File: config.mk
export PLATFORM = sky130hd
export DESIGN_NAME = weighted_round_robin_run_queue
export DESIGN_NICKNAME = d
export VERILOG_FILES = /design/src/rtl/core/wrrq_pkg.sv /design/src/rtl/core/wrrq_in_stage.sv /design/src/rtl/core/wrrq_queue_core.sv /design/src/rtl/core/weighted_round_robin_run_queue.sv
export SDC_FILE = /design/constraint.sdc
export NUM_CORES = 1
export LEC_CHECK = 0
export BUFFER_PORTS_ARGS = -buffer_cell sky130_fd_sc_hd__buf_2
export CAP_MARGIN = 20
export CORE_ASPECT_RATIO = 0.8
export CORE_MARGIN = 2
export CORE_UTILIZATION = 35
export CTS_BUF_LIST = sky130_fd_sc_hd__clkbuf_4 sky130_fd_sc_hd__clkbuf_8
export DETAILED_ROUTE_END_ITERATION = 7
export PLACE_DENSITY = 0.48
export SETUP_SLACK_MARGIN = 0.2
export SLEW_MARGIN = 20
export SYNTH_ARGS = -nofsm -noshare
export SYNTH_HDL_FRONTEND = slang
export SYNTH_SLANG_ARGS = --single-unit
export TNS_END_PERCENT = 100
File: constraint.sdc
create_clock -name clock -period 6.9 [get_ports clock]
set_input_delay 0.345 -clock clock [delete_from_list [all_inputs] [get_ports clock]]
set_output_delay 0.345 -clock clock [all_outputs]
set_load 0.01 [all_outputs]
File: src/rtl/core/wrrq_pkg.sv
// Types and constants of the weighted round-robin run queue.
package wrrq_pkg;

   localparam int MaxTasks = 16;
   localparam int TaskW    = 4;
   localparam int CountW   = 5;
   localparam int SliceW   = 8;
   localparam int KindW    = 3;
   localparam int ErrW     = 2;

   localparam logic [KindW-1:0] KindAdmit   = 3'd0;
   localparam logic [KindW-1:0] KindEnqueue = 3'd1;
   localparam logic [KindW-1:0] KindDequeue = 3'd2;
   localparam logic [KindW-1:0] KindTick    = 3'd3;
   localparam logic [KindW-1:0] KindYield   = 3'd4;

   localparam logic [ErrW-1:0] ErrNone   = 2'd0;
   localparam logic [ErrW-1:0] ErrQueued = 2'd1;
   localparam logic [ErrW-1:0] ErrAbsent = 2'd2;

   localparam logic CsrSliceFg = 1'b0;
   localparam logic CsrSliceBg = 1'b1;

   localparam logic [SliceW-1:0] SliceFgReset = 8'd10;
   localparam logic [SliceW-1:0] SliceBgReset = 8'd1;

   typedef struct packed {
      logic [KindW-1:0]  kind;
      logic [TaskW-1:0]  task_id;
      logic              is_background;
   } event_type;

   typedef struct packed {
      logic [ErrW-1:0]   error;
      logic [CountW-1:0] running_count;
      logic              need_resched;
      logic [TaskW-1:0]  head_task;
      logic              head_valid;
   } result_type;

   typedef struct packed {
      logic [SliceW-1:0] slice_background;
      logic [SliceW-1:0] slice_foreground;
   } slice_cfg_type;

   typedef struct packed {
      logic              en;
      logic [TaskW-1:0]  addr;
      logic [TaskW-1:0]  data;
   } link_wr_type;

endpackage

File: src/rtl/core/wrrq_in_stage.sv
// Input register of the run queue: holds one event until the core takes it.
module wrrq_in_stage (
   input  logic                   clock,
   input  logic                   reset,
   input  logic                   req_tvalid,
   output logic                   req_tready,
   input  logic [7:0]             req_tdata,   // task_id [3:0], is_background [4]
   input  logic [2:0]             req_tuser,   // kind [2:0]
   input  logic                   advance,
   output logic                   evt_valid,
   output wrrq_pkg::event_type    evt
);

   logic                valid_ff;
   wrrq_pkg::event_type evt_ff;

   // Take a new item when empty or when the held one moves on this cycle.
   assign req_tready = !valid_ff || advance;
   assign evt_valid  = valid_ff;
   assign evt        = evt_ff;

   always_ff @(posedge clock) begin
      if (reset) begin
         valid_ff <= 1'b0;
      end else if (req_tready) begin
         valid_ff <= req_tvalid;
      end
      if (req_tvalid && req_tready) begin
         evt_ff.kind          <= req_tuser;
         evt_ff.task_id       <= req_tdata[3:0];
         evt_ff.is_background <= req_tdata[4];
      end
   end

endmodule

File: src/rtl/core/wrrq_queue_core.sv
// Run queue state: per-task links, membership and slices; one event per cycle on step.
module wrrq_queue_core (
   input  logic                       clock,
   input  logic                       reset,
   input  logic                       step,
   input  wrrq_pkg::event_type        evt,
   input  wrrq_pkg::slice_cfg_type    cfg,
   output wrrq_pkg::result_type       result
);

   localparam int TaskW  = wrrq_pkg::TaskW;
   localparam int CountW = wrrq_pkg::CountW;
   localparam int SliceW = wrrq_pkg::SliceW;
   localparam int Depth  = wrrq_pkg::MaxTasks;

   logic [TaskW-1:0]  next_ff [Depth];
   logic [TaskW-1:0]  prev_ff [Depth];
   logic [SliceW-1:0] slice_ff [Depth];
   logic [Depth-1:0]  in_queue_ff;
   logic [TaskW-1:0]  head_ff, head_in;
   logic [TaskW-1:0]  tail_ff, tail_in;
   logic [CountW-1:0] count_ff, count_in;

   logic [TaskW-1:0]  t;
   logic [TaskW-1:0]  cur_next;
   logic [TaskW-1:0]  cur_prev;
   logic              inq;
   logic [SliceW-1:0] class_slice;
   logic [SliceW-1:0] slice_dec;
   logic              do_unlink;
   logic              do_append;
   logic [TaskW-1:0]  head_mid;
   logic [TaskW-1:0]  tail_mid;
   logic [CountW-1:0] count_mid;
   wrrq_pkg::link_wr_type next_wr_a, next_wr_b, prev_wr_a, prev_wr_b;
   logic              slice_we;
   logic [SliceW-1:0] slice_data;
   logic              resched;
   logic [wrrq_pkg::ErrW-1:0] err;

   assign t           = evt.task_id;
   assign cur_next    = next_ff[t];
   assign cur_prev    = prev_ff[t];
   assign inq         = in_queue_ff[t];
   assign class_slice = evt.is_background ? cfg.slice_background : cfg.slice_foreground;
   assign slice_dec   = slice_ff[t] - SliceW'(1);

   // Decode the event into unlink / append actions and slice writes.
   always_comb begin
      do_unlink  = 1'b0;
      do_append  = 1'b0;
      slice_we   = 1'b0;
      slice_data = class_slice;
      resched    = 1'b0;
      err        = wrrq_pkg::ErrNone;
      unique case (evt.kind)
         wrrq_pkg::KindAdmit: begin
            slice_we = 1'b1;
         end
         wrrq_pkg::KindEnqueue: begin
            if (inq) err = wrrq_pkg::ErrQueued;
            else     do_append = 1'b1;
         end
         wrrq_pkg::KindDequeue: begin
            if (!inq) err = wrrq_pkg::ErrAbsent;
            else      do_unlink = 1'b1;
         end
         wrrq_pkg::KindTick: begin
            slice_we = 1'b1;
            if (slice_dec == '0) begin
               if (inq && count_ff > CountW'(1)) begin
                  resched = 1'b1;
                  if (tail_ff != t) begin
                     do_unlink = 1'b1;
                     do_append = 1'b1;
                  end
               end
            end else begin
               slice_data = slice_dec;
            end
         end
         wrrq_pkg::KindYield: begin
            if (!inq) begin
               err = wrrq_pkg::ErrAbsent;
            end else if (count_ff > CountW'(1) && tail_ff != t) begin
               do_unlink = 1'b1;
               do_append = 1'b1;
            end
         end
         default: begin
         end
      endcase
   end

   // Unlink first, then append against the list that unlink leaves.
   always_comb begin
      head_mid  = head_ff;
      tail_mid  = tail_ff;
      count_mid = count_ff;
      next_wr_a = '0;
      prev_wr_a = '0;
      if (do_unlink) begin
         if (head_ff == t) begin
            head_mid = cur_next;
         end else begin
            next_wr_a = '{en: 1'b1, addr: cur_prev, data: cur_next};
         end
         if (tail_ff == t) begin
            tail_mid = cur_prev;
         end else begin
            prev_wr_a = '{en: 1'b1, addr: cur_next, data: cur_prev};
         end
         count_mid = count_ff - CountW'(1);
      end
   end

   always_comb begin
      head_in   = head_mid;
      tail_in   = tail_mid;
      count_in  = count_mid;
      next_wr_b = '0;
      prev_wr_b = '0;
      if (do_append) begin
         if (count_mid == '0) begin
            head_in = t;
         end else begin
            next_wr_b = '{en: 1'b1, addr: tail_mid, data: t};
            prev_wr_b = '{en: 1'b1, addr: t, data: tail_mid};
         end
         tail_in  = t;
         count_in = count_mid + CountW'(1);
      end
   end

   always_ff @(posedge clock) begin
      if (reset) begin
         in_queue_ff <= '0;
         head_ff     <= '0;
         tail_ff     <= '0;
         count_ff    <= '0;
      end else if (step) begin
         head_ff  <= head_in;
         tail_ff  <= tail_in;
         count_ff <= count_in;
         // A rotation unlinks and appends the same task: it stays queued.
         if (do_append)      in_queue_ff[t] <= 1'b1;
         else if (do_unlink) in_queue_ff[t] <= 1'b0;
      end
   end

   always_ff @(posedge clock) begin
      if (step) begin
         for (int i = 0; i < Depth; i++) begin
            if (next_wr_b.en && next_wr_b.addr == TaskW'(i)) next_ff[i] <= next_wr_b.data;
            else if (next_wr_a.en && next_wr_a.addr == TaskW'(i)) next_ff[i] <= next_wr_a.data;
            if (prev_wr_b.en && prev_wr_b.addr == TaskW'(i)) prev_ff[i] <= prev_wr_b.data;
            else if (prev_wr_a.en && prev_wr_a.addr == TaskW'(i)) prev_ff[i] <= prev_wr_a.data;
         end
         if (slice_we) slice_ff[t] <= slice_data;
      end
   end

   assign result.head_valid    = (count_in != '0);
   assign result.head_task     = (count_in != '0) ? head_in : '0;
   assign result.need_resched  = resched;
   assign result.running_count = count_in;
   assign result.error         = err;

endmodule

File: src/rtl/core/weighted_round_robin_run_queue.sv
// Weighted round-robin run queue: one event in, one queue snapshot out, per cycle
// unless rsp_tready stalls. Takes one event per clock when not stalled (admit, enqueue,
// dequeue, tick, yield) and answers each with one item showing the queue head, the
// queued count, need_resched and an error code; the result is registered as the event
// leaves the input stage. Per-task next and previous links, membership bits and slice
// counters live in flip-flop tables indexed by task id, so every event is a fixed set
// of table writes. A stall on rsp_tready holds both stages; the user must write slice
// registers through csr_* only while no event is in flight, unenforced by the block.
module weighted_round_robin_run_queue (
   input  logic        clock,
   input  logic        reset,
   input  logic        req_tvalid,
   output logic        req_tready,
   input  logic [7:0]  req_tdata,   // task_id [3:0], is_background [4], zero [7:5]
   input  logic [2:0]  req_tuser,   // kind [2:0]
   output logic        rsp_tvalid,
   input  logic        rsp_tready,
   output logic [15:0] rsp_tdata,   // head_valid [0], head_task [4:1], need_resched [5],
                                    // running_count [10:6], error [12:11], zero [15:13]
   input  logic        csr_wr_en,
   input  logic        csr_index,
   input  logic [7:0]  csr_wdata
);

   logic                       evt_valid;
   wrrq_pkg::event_type        evt;
   logic                       advance;
   logic                       step;
   wrrq_pkg::result_type       result;
   wrrq_pkg::slice_cfg_type    cfg_ff;
   logic                       rsp_valid_ff;
   wrrq_pkg::result_type       rsp_data_ff;

   // Move the pipeline whenever the result register is free or being drained.
   assign advance = !rsp_valid_ff || rsp_tready;
   assign step    = evt_valid && advance;

   wrrq_in_stage u_in_stage (
      .clock      (clock),
      .reset      (reset),
      .req_tvalid (req_tvalid),
      .req_tready (req_tready),
      .req_tdata  (req_tdata),
      .req_tuser  (req_tuser),
      .advance    (advance),
      .evt_valid  (evt_valid),
      .evt        (evt)
   );

   wrrq_queue_core u_queue_core (
      .clock  (clock),
      .reset  (reset),
      .step   (step),
      .evt    (evt),
      .cfg    (cfg_ff),
      .result (result)
   );

   always_ff @(posedge clock) begin
      if (reset) begin
         cfg_ff.slice_foreground <= wrrq_pkg::SliceFgReset;
         cfg_ff.slice_background <= wrrq_pkg::SliceBgReset;
      end else if (csr_wr_en) begin
         unique case (csr_index)
            wrrq_pkg::CsrSliceFg: cfg_ff.slice_foreground <= csr_wdata;
            wrrq_pkg::CsrSliceBg: cfg_ff.slice_background <= csr_wdata;
            default: begin
            end
         endcase
      end
   end

   always_ff @(posedge clock) begin
      if (reset) begin
         rsp_valid_ff <= 1'b0;
      end else if (advance) begin
         rsp_valid_ff <= evt_valid;
      end
      if (step) begin
         rsp_data_ff <= result;
      end
   end

   assign rsp_tvalid = rsp_valid_ff;
   assign rsp_tdata  = {3'b000, rsp_data_ff};

endmodule

==> reports/summary.txt <==
Status: complete, no violations
FMAX: 170 MHz
Via density: 5.58
RePlAce Congestion: 0.843
Die Span Y: 196 um
Placed inst area: 0.0169 mm^2
Die X: 244 um
Post-synth EDFFs: 277
Cells after synthesis: 1263
DRC viols: 0
GR Layer Usage met2: 25.3%
Clock Sinks: 328
Post-route setup slack: 1.03 ns
Worst R2R End: u_queue_core.prev_ff[5][1]
Critical-path cell list: mux4_2 -> a22oi_1 -> nand3_1 -> or3_4 -> o21ai_2 -> o311ai_4 -> o31ai_4 -> nor2_1 -> a21oi_1 -> inv_1 -> ha_1 -> nor2b_1 -> nand4b_1 -> a21bo_2 -> and3_1 -> buf_4 -> nand2_1 -> buf_4 -> o21ai_0
Sequential area share after synthesis: 58.1%
CP endpoint: u_queue_core.prev_ff[5][1]
Ratio of cells with drive above 1 in the final layout: 21.0%
CP peak stage delay: 0.73 ns
Register-to-Register Path Depth: 19
Final TNS setup: 0 ns
Post-synth top flop: edfxtp_1
WL final: 45500 um
Die ar.: 0.0477 mm^2
MaxCap Viol Count: 0
Tightest Pin Transition: 1.07 ns
Crit path depth: 19
Final Instance Area: 0.0183 mm^2
Total power: 4480 uW
Most frequent cells in the layout: edfxtp_1, nand2_1, nor2_1
Syn avg cell area: 12.7 um^2
Slew Viols, Final: 0
Leakage: 0.00598 uW
Pre-CTS WS: 0.968 ns
Cell row count: 70
Synth async-reset ratio: 0%
Gr usage total: 19.1%
Synth Cell Area: 0.0161 mm^2
Clk pin slew, worst setup/hold paths: 0.06 ns
Core Footprint: 0.0455 mm^2
Via count: 11100
Crit-path most repeated cell: buf_4
R2r setup slk: 1.03 ns
Starting Density: 35.3%
Hold Path Class: in -> reg
Root buf cell: clkbuf_8
Multi-input logic area: 0.00631 mm^2
Worst Path Required: 7.17 ns
Hold Vio Cnt, Final: 0
Largest net degree at the start of global routing: 48
Fin crit period: 5.87 ns
Final period util: 85.1%
Met1 Resource Use GR: 30.4%
Critical Path End Type: register
Vias in the first global route: 10700
Layer carrying the most global-route usage: met1
# fillers: 4416
DRT Pass-1 Iters: 5
Ys Warns: 0
First-pass GRT wire length: 68600 um
Port bufs: 36
Num CTS Buffers: 58
Register Area: 0.00935 mm^2
Critical path type: reg -> reg
Setup bufs post-CTS: 0
Final core utilization: 40.1%
Ant diodes: 0
Ports: 43
Seq cells post-synth: 328
Antenna violations before repair: 0
RSZ-0062 raised after global routing: false
Setup Viol. Count Final: 0
DRT iter0 DRCs: 967
Met3 Use GR: 4.20%
Detail Placement HPWL: 31100 um
Routed WL per cell: 22.9 um
Antenna Nets Post-Route: 0
CP bufs+invs: 3
WP data arrival: 6.13 ns
Peak supply drop: 0.159 mV
NumNets Final: 1352
Pwr/cell area: 245 mW/mm^2
Hold_buf cts: 19
Post-synthesis cell type count: 74
Clk_lat worst skew: 0.65 ns
CP max FO: 20
Htree depth: 2
Crit path launch type: register
Overflow after GRT: 0
CTS tree: yes
Clk buf depth: 3
Final Skew: 0.0270 ns
Slew margin rel.: 28.7%
Leading cell type in the layout, fill and taps excluded: edfxtp_1
Post-CTS sizing: 0
Crit-path leading delay family: compound AO/OA/AOI/OAI gates
Area grow syn2layout: 13.8%
CP max stage cell: dfxtp_2
stage by stage:
stage	instances	hold slack, ns
after floorplan	1265	0.433
after global placement	1854	0.441
after detailed placement	1854	0.446
after CTS	1983	0.00122
after global routing	1983	0.0510
final	1983	0.0680
kinds of logic (layout without fill, tap and decap cells):
kind of cell	count (synthesis)	count (layout)	share of synthesized area [%]
mux	125	125	13.8
flops	328	328	58.1
other cells	1	3	0.0233
buf+inv	104	210	2.94
xor+xnor	22	22	1.20
fa+ha+maj	6	6	0.467
simple gates	398	398	11.6
compound gates	279	279	11.9
cell usage after synthesis (6+ instances only):
| cell | count | share of area [%] |
|---|---|---|
| a22o_1 | 40 | 2.2 |
| clkbuf_1 | 45 | 1.1 |
| mux4_2 | 76 | 11 |
| a211oi_1 | 7 | 0.33 |
| mux2i_1 | 40 | 2.5 |
| ha_1 | 6 | 0.47 |
| nand3_1 | 47 | 1.5 |
| o21ai_0 | 41 | 1.3 |
| o22ai_1 | 70 | 2.7 |
| a21oi_1 | 53 | 1.7 |
| mux2_2 | 9 | 0.63 |
| nor3_1 | 23 | 0.72 |
| buf_4 | 10 | 0.47 |
| a21o_1 | 8 | 0.37 |
| xnor2_1 | 19 | 1.0 |
| o21a_1 | 7 | 0.33 |
| nor2b_1 | 12 | 0.47 |
| nand4_1 | 8 | 0.31 |
| nand2_1 | 144 | 3.4 |
| nand2b_1 | 16 | 0.62 |
| buf_2 | 18 | 0.56 |
| inv_1 | 15 | 0.35 |
| buf_1 | 13 | 0.30 |
| a31oi_1 | 8 | 0.31 |
| and3_1 | 9 | 0.35 |
| nor2_1 | 101 | 2.4 |
| dfxtp_1 | 51 | 6.4 |
| edfxtp_1 | 277 | 52 |
sequential cells by signal, summed over array words and instances, names as in the netlist, named ones only:
name                   flops
u_queue_core.head_ff       4
u_queue_core.prev_ff      64
u_queue_core.tail_ff       4
u_queue_core.next_ff      64
u_in_stage.evt_valid       1
cfg_ff                    16
u_queue_core.count_ff      5
u_queue_core.slice_ff    128
rsp_tvalid                 1
rsp_tdata                 13
u_in_stage.evt             8
final cells by class:
class / instances / area share (%)
multi-input cells: 833 / 34.5
clock buffers: 85 / 5.68
inverters: 15 / 0.308
clock inverters: 25 / 0.896
repair buffers: 85 / 3.33
well taps: 612 / 4.19
flip-flops and latches: 328 / 51.1
worst reg2reg max path, stage by stage, from the launching register on:
cell and delay [ns]:
dfxtp_2 0.73, mux4_2 0.43, a22oi_1 0.42, nand3_1 0.31, or3_4 0.49, o21ai_2 0.20
o311ai_4 0.21, o31ai_4 0.33, nor2_1 0.07, a21oi_1 0.18, inv_1 0.07, ha_1 0.18
nor2b_1 0.15, nand4b_1 0.11, a21bo_2 0.18, and3_1 0.30, buf_4 0.25, nand2_1 0.07
buf_4 0.23, o21ai_0 0.57
worst min path at each step:
stage / endpoint / slack [ns] / cells after the start / startpoint
4_1_cts: cfg_ff[10] / 0.001 / 3 / csr_index
2_1_floorplan: cfg_ff[1] / 0.43 / 2 / cfg_ff[1]
3_5_place_dp: cfg_ff[11] / 0.45 / 2 / cfg_ff[11]
5_1_grt: cfg_ff[11] / 0.05 / 3 / csr_index
3_3_place_gp: register / 0.44 / 2 / register
6_report: cfg_ff[10] / 0.07 / 3 / csr_wr_en
power breakdown:
group          leakage (uW)  internal [uW]  switching, uW  total [uW]
sequential          0.00297           2170           24.0        2190
combinational       0.00237            158            267         425
clock              0.000641           1040            824        1860
total               0.00598           3360           1120        4480
metal layers:
| metal | up-vias | wire length (um) |
|---|---|---|
| met5 | - | 0 |
| met4 | 0 | 971 |
| met3 | 67 | 3470 |
| met2 | 422 | 18200 |
| met1 | 5569 | 22900 |
| li1 | 5015 | - |
Power figures use the tool's default switching activity.
